==> config.mk <==
export PLATFORM = sky130hd
export DESIGN_NAME = cigar_base_reference_placer_top
export DESIGN_NICKNAME = d
export VERILOG_FILES = /design/src/hdl/cbrp_pkg.sv /design/src/hdl/cigar_base_reference_placer_top.sv
export SDC_FILE = /design/constraint.sdc
export NUM_CORES = 1
export LEC_CHECK = 0
export ABC_AREA = 1
export BUFFER_PORTS_ARGS = -buffer_cell sky130_fd_sc_hd__clkbuf_2
export CORE_MARGIN = 8
export CORE_UTILIZATION = 45
export CTS_CLUSTER_DIAMETER = 200
export DETAILED_ROUTE_END_ITERATION = 8
export SLEW_MARGIN = 25
export SYNTH_ARGS = -nofsm -noshare
export SYNTH_HDL_FRONTEND = slang
export SYNTH_SLANG_ARGS = --single-unit
export TNS_END_PERCENT = 5
==> constraint.sdc <==
create_clock -name clk -period 24 [get_ports clk]
set_input_delay 0 -clock clk [delete_from_list [all_inputs] [get_ports clk]]
set_output_delay 0 -clock clk [all_outputs]
set_load 0.03 [all_outputs]
==> src/hdl/cbrp_pkg.sv <==
// ----------------------------------------------------------------------------
// cbrp_pkg
// types, op codes and the op kind table of the cigar base reference placer
// ----------------------------------------------------------------------------
package cbrp_pkg;

	localparam int MAX_PIECE_LEN = 63;

	// cigar op codes
	localparam logic [3:0] OP_M  = 4'd0;
	localparam logic [3:0] OP_I  = 4'd1;
	localparam logic [3:0] OP_D  = 4'd2;
	localparam logic [3:0] OP_N  = 4'd3;
	localparam logic [3:0] OP_S  = 4'd4;
	localparam logic [3:0] OP_H  = 4'd5;
	localparam logic [3:0] OP_P  = 4'd6;
	localparam logic [3:0] OP_EQ = 4'd7;
	localparam logic [3:0] OP_X  = 4'd8;

	typedef struct packed {
		logic        first_op;
		logic        last_op;
		logic        empty_read;
		logic [30:0] read_pos;
		logic [30:0] read_length;
		logic [3:0]  cigar_op;
		logic [5:0]  op_len;
	} op_item_t;

	typedef struct packed {
		logic [30:0]        place_index;
		logic [31:0]        place_first;
		logic [31:0]        place_last;
		logic               last_of_read;
		logic               last_of_item;
		logic [30:0]        span_begin;
		logic signed [31:0] span_end;
	} place_item_t;

	// bit 0: consumes query, bit 1: consumes reference
	function automatic logic [1:0] op_kind(input logic [3:0] code);
		logic [1:0] k;
		case (code) inside
			OP_M, OP_EQ, OP_X: k = 2'b11;
			OP_I, OP_S:        k = 2'b01;
			OP_D, OP_N:        k = 2'b10;
			default:           k = 2'b00;
		endcase
		return k;
	endfunction

endpackage

==> src/hdl/cigar_base_reference_placer_top.sv <==
// ----------------------------------------------------------------------------
// cigar_base_reference_placer_top
// expands cigar ops of one read into one reference place per unclipped query base
// ----------------------------------------------------------------------------
// usage:
//  - op channel (op_valid / op_stall / op_item) takes one cigar op piece per
//    item; first_op loads read_pos and read_length, last_op closes the read
//  - place channel (place_valid / place_stall / place_item) gives one place
//    per unclipped query base, plus the final place with the span on the last item
//  - one item is worked at a time; op_stall stays high from accept until
//    its last place has been loaded into the output register
//  - after accept the sequencer loads the item's places into the output
//    register one by one, then the final place if the item closes the
//    read; op_len is at most 63, and a clip item places no base
//  - the sequencer emits one place a cycle while the output is not stalled,
//    through a single shared 32-bit adder (reference step, clip sums and
//    span end all go through it)
//  - a stalled place holds in the output register and freezes the sequencer
//  - reset clears all read state to zero and leaves the block idle with no
//    place pending
// ----------------------------------------------------------------------------
module cigar_base_reference_placer_top (
	input  logic                 clk,
	input  logic                 arst_n,
	input  logic                 op_valid,
	output logic                 op_stall,
	input  cbrp_pkg::op_item_t   op_item,
	output logic                 place_valid,
	input  logic                 place_stall,
	output cbrp_pkg::place_item_t place_item
);
	import cbrp_pkg::*;

	// sequencer states
	localparam logic ST_IDLE = 1'b0;
	localparam logic ST_RUN  = 1'b1;

	logic        state_q;

	// read state
	logic [31:0] ref_q;
	logic [30:0] held_index_q;
	logic [31:0] held_first_q;
	logic [31:0] held_last_q;
	logic [30:0] lead_q;
	logic [30:0] trail_q;
	logic        seen_q;
	logic [30:0] len_store_q;

	// per item work
	logic [5:0]  cnt_q;
	logic        adv_q;
	logic        final_q;
	logic        empty_q;

	// output register
	logic        place_valid_q;
	place_item_t place_item_q;

	// accept side decode
	logic        accept;
	logic        ld;
	logic [31:0] ref_base;
	logic [30:0] lead_base;
	logic [30:0] trail_base;
	logic        seen_base;
	logic [5:0]  len_sat;
	logic [1:0]  kind;
	logic        is_clip;
	logic [5:0]  soft_len;

	// shared adder
	logic [31:0] add_a;
	logic [31:0] add_b;
	logic        add_ci;
	logic [31:0] add_sum;
	logic [30:0] sat31;

	logic        out_free;

	assign op_stall    = (state_q != ST_IDLE);
	assign accept      = op_valid && (state_q == ST_IDLE);
	assign out_free    = !place_valid_q || !place_stall;
	assign place_valid = place_valid_q;
	assign place_item  = place_item_q;

	// first item of a read starts from freshly loaded state
	assign ld         = op_item.first_op || op_item.empty_read;
	assign ref_base   = ld ? {1'b0, op_item.read_pos} : ref_q;
	assign lead_base  = ld ? 31'd0 : lead_q;
	assign trail_base = ld ? 31'd0 : trail_q;
	assign seen_base  = ld ? 1'b0 : seen_q;
	assign len_sat    = (op_item.op_len > 6'(MAX_PIECE_LEN)) ? 6'(MAX_PIECE_LEN)
	                                                         : op_item.op_len;
	assign kind       = op_kind(op_item.cigar_op);
	assign is_clip    = (op_item.cigar_op == OP_S) || (op_item.cigar_op == OP_H);
	assign soft_len   = (op_item.cigar_op == OP_S) ? len_sat : 6'd0;

	// operand select for the one adder
	always_comb begin
		add_a  = ref_q;
		add_b  = 32'd0;
		add_ci = 1'b0;
		unique case (state_q)
			ST_IDLE: begin
				if (is_clip) begin
					// clip sum accumulate
					add_a = seen_base ? {1'b0, trail_base} : {1'b0, lead_base};
					add_b = {26'd0, soft_len};
				end else begin
					// reference-only step (deletion, skip)
					add_a = ref_base;
					add_b = {26'd0, len_sat};
				end
			end
			ST_RUN: begin
				if (cnt_q != 6'd0) begin
					// one base: reference steps if the op consumes it
					add_a = ref_q;
					add_b = {31'd0, adv_q};
				end else begin
					// span end = length - trailing soft clips
					add_a  = {1'b0, len_store_q};
					add_b  = ~{1'b0, trail_q};
					add_ci = 1'b1;
				end
			end
			default: begin
				add_a = ref_q;
			end
		endcase
	end

	assign add_sum = add_a + add_b + 32'(add_ci);
	assign sat31   = add_sum[31] ? 31'h7FFF_FFFF : add_sum[30:0];

	// sequencer and read state
	always_ff @(posedge clk or negedge arst_n) begin
		if (!arst_n) begin
			state_q      <= ST_IDLE;
			ref_q        <= '0;
			held_index_q <= '0;
			held_first_q <= '0;
			held_last_q  <= '0;
			lead_q       <= '0;
			trail_q      <= '0;
			seen_q       <= 1'b0;
			len_store_q  <= '0;
			cnt_q        <= '0;
			adv_q        <= 1'b0;
			final_q      <= 1'b0;
			empty_q      <= 1'b0;
		end else begin
			unique case (state_q)
				ST_IDLE: begin
					if (accept) begin
						state_q <= ST_RUN;
						adv_q   <= kind[1];
						final_q <= op_item.last_op || op_item.empty_read;
						empty_q <= op_item.empty_read;
						if (ld) begin
							held_index_q <= '0;
							held_first_q <= {1'b0, op_item.read_pos};
							len_store_q  <= op_item.read_length;
						end
						if (op_item.empty_read || is_clip) begin
							// no base places; only the clip sums may grow
							cnt_q  <= 6'd0;
							ref_q  <= ref_base;
							seen_q <= seen_base;
							if (ld) begin
								held_last_q <= {1'b0, op_item.read_pos};
							end
							if (op_item.empty_read) begin
								lead_q  <= lead_base;
								trail_q <= trail_base;
							end else if (seen_base) begin
								lead_q  <= lead_base;
								trail_q <= sat31;
							end else begin
								lead_q  <= sat31;
								trail_q <= trail_base;
							end
						end else begin
							seen_q  <= 1'b1;
							trail_q <= '0;
							lead_q  <= lead_base;
							cnt_q   <= kind[0] ? len_sat : 6'd0;
							if (!kind[0] && kind[1]) begin
								// deletion or skip stretches the held place
								ref_q       <= add_sum;
								held_last_q <= add_sum;
							end else begin
								ref_q <= ref_base;
								if (ld) begin
									held_last_q <= {1'b0, op_item.read_pos};
								end
							end
						end
					end
				end
				ST_RUN: begin
					if (out_free) begin
						if (cnt_q != 6'd0) begin
							// emit held place, open the next one
							ref_q        <= add_sum;
							held_first_q <= add_sum;
							held_last_q  <= add_sum;
							held_index_q <= held_index_q + 31'd1;
							cnt_q        <= cnt_q - 6'd1;
							if ((cnt_q == 6'd1) && !final_q) begin
								state_q <= ST_IDLE;
							end
						end else begin
							state_q <= ST_IDLE;
						end
					end
				end
				default: begin
					state_q <= ST_IDLE;
				end
			endcase
		end
	end

	// output register valid
	logic emit;
	assign emit = (state_q == ST_RUN) && out_free && ((cnt_q != 6'd0) || final_q);

	always_ff @(posedge clk or negedge arst_n) begin
		if (!arst_n) begin
			place_valid_q <= 1'b0;
		end else if (emit) begin
			place_valid_q <= 1'b1;
		end else if (!place_stall) begin
			place_valid_q <= 1'b0;
		end
	end

	// output payload, no reset
	always_ff @(posedge clk) begin
		if (emit) begin
			place_item_q.place_index <= held_index_q;
			place_item_q.place_first <= held_first_q;
			place_item_q.place_last  <= held_last_q;
			if (cnt_q != 6'd0) begin
				place_item_q.last_of_read <= 1'b0;
				place_item_q.last_of_item <= (cnt_q == 6'd1) && !final_q;
				place_item_q.span_begin   <= '0;
				place_item_q.span_end     <= '0;
			end else begin
				// final place carries the span; empty read has an empty span
				place_item_q.last_of_read <= 1'b1;
				place_item_q.last_of_item <= 1'b1;
				place_item_q.span_begin   <= empty_q ? 31'd0 : lead_q;
				place_item_q.span_end     <= empty_q ? 32'sd0 : signed'(add_sum);
			end
		end
	end

endmodule

**Word level (Yosys, flattened, before mapping)**

Cells that the tools add are included.

- Register bits: 392
- Output and inout port bits: 162
- Logic and storage cells: 127

- Add/sub/neg operators: 4
- Order comparisons: 1
- Eq/ne operators: 13
- Multiplexer cells: 61
- Bitwise operators: 2
- Reduce and logical (&&, ||, !) cells: 25

Operator list:

| kind | count |
|---|---|
| 32-bit two-way mux | 16 |
| 31-bit two-way mux | 15 |
| 32-bit one-hot mux with 2 select lines | 5 |
| 65-bit two-way mux | 1 |
| 31-bit one-hot mux with 2 select lines | 1 |
| 6-bit two-way mux | 8 |
| 32-bit by 1-bit adder with 32-bit output | 1 |
| 32-bit adder | 1 |
| 31-bit inverter with 32-bit output | 1 |
| 31-bit by 1-bit adder with 31-bit output (second input constant) | 1 |
| 4-bit by 3-bit equality test with 1-bit output (second input constant) | 3 |
| 6-bit one-hot mux with 2 select lines | 1 |
| 1-bit two-way mux | 10 |
| 4-bit by 2-bit equality test with 1-bit output (second input constant) | 2 |
| 6-bit by 1-bit equality test with 1-bit output (second input constant) | 1 |
| 6-bit > comparator (second input constant) | 1 |
| 1-bit logical OR | 6 |
| 2-bit two-way mux | 3 |
| 2-bit by 1-bit inequality test with 1-bit output (second input constant) | 3 |
| 3-bit AND reduction | 2 |
| 6-bit nonzero test | 1 |
| 2-bit OR reduction | 3 |
| 6-bit by 1-bit subtractor with 6-bit output (second input constant) | 1 |
| 1-bit logical AND | 5 |
| other kinds (10) | 14 |

**Logic depth before layout (Yosys ltp)**

Gate-level depths: netlist of run 1.

- Word-level depth: 11
- Depth in mapped cells: 28
- Depth with buffers taken out: 26

**Worst setup path after synthesis of run 1**

Ideal clock, no wire load.

- Path type: reg2reg
- Start point: register state_q (netlist: op_stall)
- End point: register place_item_q, in the netlist place_item[0], enable pin
- Library setup time: 683 ps
- Arrival: 7845 ps
- Slack: 15473 ps
- Cell stages (with the launch flop): 5
- Path buffers: 2
- Period minus slack after synthesis: 8527 ps
- Cell sequence: dfrtp_1 > buf_2 > clkbuf_1 > o21ai_0 > nor2_1

- Cells in the longest elaborated chain, start to end: 2

Ends and longest elaborated chain:

| element | RTL line | text |
|---|---|---|
| from (decl) | cigar_base_reference_placer_top.sv:38 | `logic state_q;` |
| from (signal assigned) | cigar_base_reference_placer_top.sv:140 | `state_q <= ST_IDLE;` |
| from (signal assigned) | cigar_base_reference_placer_top.sv:157 | `state_q <= ST_RUN;` |
| from (signal assigned) | cigar_base_reference_placer_top.sv:212 | `state_q <= ST_IDLE;` |
| 1-bit logical AND (2 in a row) | cigar_base_reference_placer_top.sv:228 | `assign emit = (state_q == ST_RUN) && out_free && ((cnt_q != 6'd0) \|\| final_q);` |
| net emit | cigar_base_reference_placer_top.sv:227 | `logic emit;` |
| to (decl) | cigar_base_reference_placer_top.sv:58 | `place_item_t place_item_q;` |

The timed path passes the listed nets, and every way through them passes these cells.
A chain may end at the register's enable or synchronous reset.

**Worst setup path after layout of run 1**

- Start point: input port op_item[72] (netlist bit)
- End point: register ref_q[16]

- Cells in the longest elaborated chain, start to end: 11

Ends and longest elaborated chain:

| element | RTL line | text |
|---|---|---|
| from (decl) | cigar_base_reference_placer_top.sv:27 | `input cbrp_pkg::op_item_t op_item,` |
| 1-bit logical OR | cigar_base_reference_placer_top.sv:88 | `assign ld = op_item.first_op \|\| op_item.empty_read;` |
| 31-bit two-way mux (tied with other cells) | cigar_base_reference_placer_top.sv:90 | `assign lead_base = ld ? 31'd0 : lead_q;` |
| 31-bit two-way mux | cigar_base_reference_placer_top.sv:108 | `add_a = seen_base ? {1'b0, trail_base} : {1'b0, lead_base};` |
| 32-bit two-way mux | cigar_base_reference_placer_top.sv:106 | `if (is_clip) begin` |
| 32-bit one-hot mux with 2 select lines | cigar_base_reference_placer_top.sv:104 | `unique case (state_q)` |
| 32-bit adder | cigar_base_reference_placer_top.sv:134 | `assign add_sum = add_a + add_b + 32'(add_ci);` |
| 32-bit by 1-bit adder with 32-bit output | cigar_base_reference_placer_top.sv:134 |  |
| 32-bit two-way mux | cigar_base_reference_placer_top.sv:189 | `if (!kind[0] && kind[1]) begin` |
| 32-bit two-way mux | cigar_base_reference_placer_top.sv:166 | `if (op_item.empty_read \|\| is_clip) begin` |
| 32-bit two-way mux | cigar_base_reference_placer_top.sv:156 | `if (accept) begin` |
| 32-bit one-hot mux with 2 select lines (*) | cigar_base_reference_placer_top.sv:154 | `unique case (state_q)` |
| to (signal assigned) | cigar_base_reference_placer_top.sv:169 | `ref_q <= ref_base;` |
| to (signal assigned) | cigar_base_reference_placer_top.sv:191 | `ref_q <= add_sum;` |
| to (signal assigned) | cigar_base_reference_placer_top.sv:194 | `ref_q <= ref_base;` |
| to (decl) | cigar_base_reference_placer_top.sv:41 | `logic [31:0] ref_q;` |

Every way passes the cells marked *; elsewhere a longest branch is shown, timed or not. The select of a mux whose other input is x is not followed.

==> results of run 1 <==
cell type report:
cell class,count,area (sq um),share of cell area [%]
well taps,607,759,3.06
clock inverters,27,265,1.07
inverters,299,1120,4.52
clock buffers,52,1130,4.55
diodes,1,2.50,0.0101
repair buffers,346,2220,8.96
flip-flops and latches,392,10600,42.8
multi-input cells,1796,8700,35.1
registers in the layout, indices dropped and copies added, names as in the netlist:
| signal | count |
|---|---|
| place_item | 160 |
| held_first_q | 32 |
| held_last_q | 32 |
| ref_q | 32 |
| held_index_q | 31 |
| lead_q | 31 |
| len_store_q | 31 |
| trail_q | 31 |
| cnt_q | 6 |
| adv_q | 1 |
| empty_q | 1 |
| final_q | 1 |
| op_stall | 1 |
| place_valid | 1 |
| seen_q | 1 |
cell families after synthesis:
kind of cell | after synthesis | share of synthesized area [%]
and+or+nand+nor | 1244 | 24.4
AOI/OAI and AO/OA | 494 | 13.8
buffers and inverters | 431 | 8.09
DFF | 392 | 50.5
adders and majority gates | 35 | 2.16
xor gates and xnor gates | 23 | 0.960
cells in the final DEF, fill, tap and decap left out, types with 16 or more instances in the layout:
master and n:
o21ai_0 178, edfxtp_1 160, nand3_1 129, nor3_1 27, dlygate4sd3_1 79, clkbuf_2 239
o211ai_1 43, nor2_1 226, xnor2_1 16, ha_1 33, a22oi_1 38, clkbuf_16 43
a31oi_1 30, inv_1 287, nand2_1 791, o22ai_1 17, dfrtp_1 232, o2111ai_1 16
a21oi_1 125, buf_4 24, nand4_1 24, o21ai_1 16
final timing paths:
check                                startpoint               end  slack (ps)
worst max register to register           seen_q         ref_q[16]       18590
max in group asynchronous                arst_n          cnt_q[2]       22090
worst max-delay path                op_item[72]         ref_q[16]       18570
worst min-delay path                     arst_n  held_first_q[16]          10
min in group clk                     op_item[9]   held_last_q[31]          40
worst min register to register  held_first_q[0]    place_item[97]         450
routing by layer:
layer	track usage, %	vias to the layer above
met5	0	-
met4	10.4	0
met3	4.09	153
met2	44.9	738
met1	34.8	9320
li1	-	9189
metrics by stage:
step | utilization, % | setup WS [ps] | power, mW | instance area [sq um] | cells
after floorplan | - | 15470 | 2.30 | 21000 | 2619
after global placement | 48.9 | 18810 | 2.85 | 22600 | 3360
after detailed placement | 48.9 | 18670 | 2.88 | 22600 | 3361
after CTS | 53.6 | 18700 | 3.57 | 24800 | 3519
after global routing | 53.6 | 18340 | 3.77 | 24800 | 3520
final | 53.6 | 18570 | 3.56 | 24800 | 3520
cell usage after synthesis (2+ instances only):
library cell	number	area share (%)
inv_1	289	5.2
a221oi_1	4	0.17
nand2_1	792	14
o21ai_1	16	0.38
a31oi_1	30	0.89
ha_1	33	2.0
nor2_1	228	4.1
nand4_1	24	0.72
o221ai_1	3	0.13
nor2_4	7	0.38
xnor2_1	16	0.67
buf_8	2	0.14
dfrtp_1	232	28
and2_1	3	0.089
a21oi_1	125	3.0
o311ai_0	4	0.17
xor2_1	7	0.29
nor3_1	27	0.64
o31ai_1	5	0.18
inv_2	10	0.18
clkbuf_1	94	1.7
o21ai_0	178	4.2
nor4_1	5	0.15
o21bai_1	3	0.11
buf_6	4	0.21
buf_2	22	0.52
nand3_1	129	3.1
o22ai_1	17	0.51
a22o_1	4	0.17
o2111ai_1	16	0.67
a32o_1	2	0.095
nand3_2	3	0.14
buf_1	10	0.18
nand2_2	9	0.27
o211ai_1	43	1.5
nand3b_1	7	0.25
a211oi_1	4	0.14
nor2_2	4	0.12
a22oi_1	38	1.4
nand2_4	2	0.11
edfxtp_1	160	23
fa_1	2	0.19
power by group:
part	leakage [nW]	total, mW	internal (mW)	switching [mW]
clock	0.668	0.663	0.381	0.282
combinational	6.59	1.73	0.458	1.27
sequential	4.52	1.16	1.02	0.148
total	11.8	3.56	1.86	1.70
repair_timing:
item,in CTS,in global routing
hold endpoints to repair,228,0
endpoints found under the setup margin,0,0
hold buffers,79,0
==> key figures, run 1 <==
Status
  • Status: complete, no violations

Yosys
  • Synth warnings: 0
  • Syn nets: 2,733
  • Synth cell types: 48
  • Seq cells post-synth: 392
  • Post-synth EDFFs: 160
  • Synthesized area per cell: 8.01 sq um
  • Synthesized area: 0.0210 sq mm
  • Synth Flop Type: dfrtp_1
  • Sequential area share after synthesis: 50.5%
  • Asr flop ratio synth: 59.2%
  • Cells after synthesis: 2,619

Global routing
  • Total GRT Usage: 26.8%
  • Antenna violations before repair: 1
  • Pin count of the biggest net entering global routing: 101
  • Vias in the first global route: 19,100
  • Gr ovfl total: 0
  • First-pass GRT wire length: 112,000 um

STA
  • Slew Limit Fails: 0
  • Final setup fails: 0
  • Final Hold Vio Count: 0
  • Worst-Margin Slew: 959 ps
  • Hold WS: 14.8 ps
  • Crit path time final: 5430 ps
  • Max-slew headroom: 36.1%
  • Max Clock Freq: 184 MHz
  • RSZ-0062 raised after global routing: no
  • Max Clock Skew: 18.9 ps
  • Final critical-path share of the clock period: 22.6%
  • Setup Total Neg Slack: 0 ps

Clocking
  • Post-cts gate resize count: 0
  • Post-CTS Setup Inserts: 0
  • Clk_lat worst skew: 580 ps
  • CTS Buf Count: 43
  • Htree depth: 2
  • Clock Sinks: 392
  • TritonCTS clock tree: built
  • Clock Tree Root: clkbuf_16
  • Worst-path clk slew: 60 ps
  • Clock tree buffer depth: 3

Worst setup path
  • R2R cell count: 18
  • WP depth: 21
  • Critical Path Fanout Max: 57
  • CP endpoint kind: flop
  • Top Family by Delay on Critical Path: buffers and inverters
  • CP max stage delay: 750 ps
  • CP Launch Type: primary input
  • Critical path's slowest cell: xor2_1
  • WP data required: 24,420 ps
  • CP Cell Sequence: dlygate4sd3_1, clkbuf_2, nor2_4, nand2_1, inv_2, buf_4, nand2_1, a31oi_1, a221oi_1, fa_1, fa_1, inv_1, nand3_1, nand3_1, nand2_1, nand2_1, a21oi_1, xor2_1, nand2_1, o211ai_1, o21ai_0
  • Crit path buffers/inverters: 5
  • Critical path type: in2reg
  • Most used cell, CP: nand2_1
  • Critical path arrival: 5840 ps

Drt
  • M1 WL: 30,800 um
  • Drt drc: 0
  • Drt wl/cell: 20.9 um
  • Starting DRT DRC Count: 1,783
  • DR vias: 19,400
  • Top routing layer used: met4
  • First-pass detailed-route iteration total: 5
  • Post-Route WL: 73,500 um
  • WL met2: 35,100 um
  • Via density: 5.51
  • Remaining antenna violation count after routing: 0
  • Met3 wire len: 4550 um

Die
  • Initial Utilization: 45.4%
  • Die Wd: 232 um
  • Row count: 79
  • Die Y: 232 um
  • I/O pins: 241
  • Die area: 0.0538 sq mm
  • Area of the core: 0.0463 sq mm

Pwr
  • Cell Pwr Density: 143 mW/mm^2
  • Static Leak: 11.8 nW
  • Peak VDD IR: 0.0858 mV

Place
  • PortBufs: 240
  • Routability cong.: 1.04
  • Post-DP HPWL: 52,300 um

Final layout
  • Fraction of layout cells with a size suffix above 1: 12.8%
  • Fill count: 4,461
  • Synth-to-Final Area Change: 18.2%
  • Nets: 2,992

Job
  • Max Cap Viol: 0

Worst hold path
  • Worst hold path class: in2async
(Power assumes the default switching activity.)
==> run 2, diff against run 1 <==
==> constraint.sdc (replaced) <==
create_clock -name clk -period 5.3 [get_ports clk]
set_input_delay 0 -clock clk [delete_from_list [all_inputs] [get_ports clk]]
set_output_delay 0 -clock clk [all_outputs]
set_load 0.03 [all_outputs]
==> run 2 against run 1 <==
  * Die area unchanged
  * Clock skew grew 3.2 ps
  * Critical endpoint unchanged
  * Wire length up 3.2%
  * First-iteration DRC count grew 2.6%
  * Largest power group unchanged
  * Non-clock buffer count up 23
==> key figures, run 2 (synthesized netlist as in run 1, its figures left out) <==
Job
  • Max Cap Viol: 0

Die
  • Row count: 79
  • I/O pins: 241
  • Area of the core: 0.0463 sq mm
  • Die area: 0.0538 sq mm
  • Initial Utilization: 45.4%
  • Die Wd: 232 um
  • Die Y: 232 um

STA
  • Crit path time final: 4830 ps
  • RSZ-0062 raised after global routing: no
  • Max-slew headroom: 36.9%
  • Final Hold Vio Count: 0
  • Slew Limit Fails: 0
  • Final setup fails: 0
  • Setup slack after layout: 466 ps
  • Worst-Margin Slew: 939 ps
  • Final critical-path share of the clock period: 91.2%
  • Setup Total Neg Slack: 0 ps
  • Max Clock Freq: 207 MHz
  • Max Clock Skew: 22.2 ps

Global routing
  • Pin count of the biggest net entering global routing: 101
  • Antenna violations before repair: 0
  • Vias in the first global route: 19,400
  • Gr ovfl total: 0
  • First-pass GRT wire length: 115,000 um
  • Total GRT Usage: 27.7%

Drt
  • Post-Route WL: 75,800 um
  • First-pass detailed-route iteration total: 6
  • Drt drc: 0
  • Via density: 5.50
  • DR vias: 19,500
  • Drt wl/cell: 21.4 um
  • Starting DRT DRC Count: 1,830
  • Remaining antenna violation count after routing: 0

Final layout
  • Multi-input logic area: 0.00870 sq mm
  • Fill count: 4,351
  • # diodes: 0
  • Leading cell type in the layout, fill and taps excluded: nand2_1
  • Final design utilization: 54.3%
  • Max reg flops: 160
  • Sequential Area: 0.0106 sq mm
  • Most frequent cells in the layout: 791 x nand2_1, 287 x inv_1, 239 x clkbuf_2, 232 x dfrtp_1, 227 x nor2_1
  • Synth-to-Final Area Change: 19.6%
  • Nets: 3,016
  • Fraction of layout cells with a size suffix above 1: 13.5%

Worst setup path
  • Critical path arrival: 5270 ps
  • Critical Path Fanout Max: 28
  • CP endpoint kind: flop
  • CP Launch Type: flop
  • R2R cell count: 15
  • Reg2reg start: op_stall
  • FF-to-FF setup slack: 470 ps
  • Worst R2R End: ref_q[16]
  • WP data required: 5730 ps
  • Critical path type: reg2reg

Clocking
  • Clock tree buffer depth: 3
  • Post-cts gate resize count: 0
  • CTS Buf Count: 44
  • Worst-path clk slew: 60 ps
  • Clock Tree Root: clkbuf_16
  • Clock Sinks: 392
  • Clk_lat worst skew: 590 ps
  • Htree depth: 2
  • TritonCTS clock tree: built

Pwr
  • Tot Pwr: 16.5 mW
  • Cell Pwr Density: 658 mW/mm^2
  • Peak VDD IR: 0.666 mV
  • Static Leak: 12.0 nW

Worst hold path
  • Worst hold path class: in2async

Place
  • PortBufs: 240
  • Post-DP HPWL: 55,000 um
  • Pre-CTS setup slack: 569 ps
  • Routability cong.: 0.966

Status
  • Status: complete, no violations
## run 2: cell types whose count changed in the layout (fill, tap and decap cells not counted), moves of 2 or more
cell	change
clkinv_2	+4
buf_4	+19
clkinvlp_4	-3
buf_6	-2
dlygate4sd3_1	+3
clkinv_1	-2
buf_12	+3
## run 2: through the flow
| step | hold slack [ps] | std cells | area (sq um) |
|---|---|---|---|
| final | 9.08 | 3544 | 25100 |
| after floorplan | -296 | 2619 | 21000 |
| after global placement | 72.9 | 3381 | 22800 |
| after detailed placement | 71.3 | 3381 | 22800 |
| after CTS | 7.50 | 3544 | 25100 |
| after global routing | 43.6 | 3544 | 25100 |
## run 2: worst max-delay path by stage
stage / startpoint / endpoint / slack [ps] / cells past startpoint
2_1_floorplan: op_stall / place_item[0] / 1230 / 4
3_3_place_gp: cnt_q[0] / ref_q[16] / 630 / 19
3_5_place_dp: cnt_q[0] / ref_q[16] / 570 / 19
4_1_cts: cnt_q[0] / ref_q[16] / 520 / 19
5_1_grt: cnt_q[0] / ref_q[16] / 240 / 19
6_report: op_stall / ref_q[16] / 470 / 15
## run 2: area by class of cell
type	count	area share [%]
Inverter	299	4.47
Sequential cell	392	42.3
Multi-Input combinational cell	1796	34.7
Timing Repair Buffer	369	9.70
Tap cell	607	3.03
Clock inverter	27	1.21
Clock buffer	54	4.66
## run 2: power by group
part           switching (mW)  internal (mW)  total [mW]  leakage, nW
combinational            5.88           2.22        8.10         6.71
sequential              0.675           4.60        5.27         4.52
clock                    1.31           1.83        3.14        0.719
total                    7.87           8.64        16.5         12.0
## run 2: metal layers
metal	up-vias	wire length, um	global-route usage [%]
met4	0	3430	11.9
met5	-	0	0
met2	777	36300	46.5
met1	9338	31000	35.2
met3	157	5050	4.61
li1	9227	-	-
## run 2: worst max-delay path: stages (launching register included)
cell and delay, ps:
dfrtp_1 890, nand2_1 210, inv_2 580, a221oi_1 210, fa_1 510, fa_1 410
inv_1 90, nand3_1 70, nand3_1 150, nand2_1 70, nand2_1 120, a21oi_1 160
xor2_1 670, nand2_1 250, o211ai_1 140, o21ai_0 140
## run 2: what timing repair did
action                    in CTS  in global routing
buffers inserted               0                  0
hold endpoints to repair     208                  0
hold buffers                  82                  0
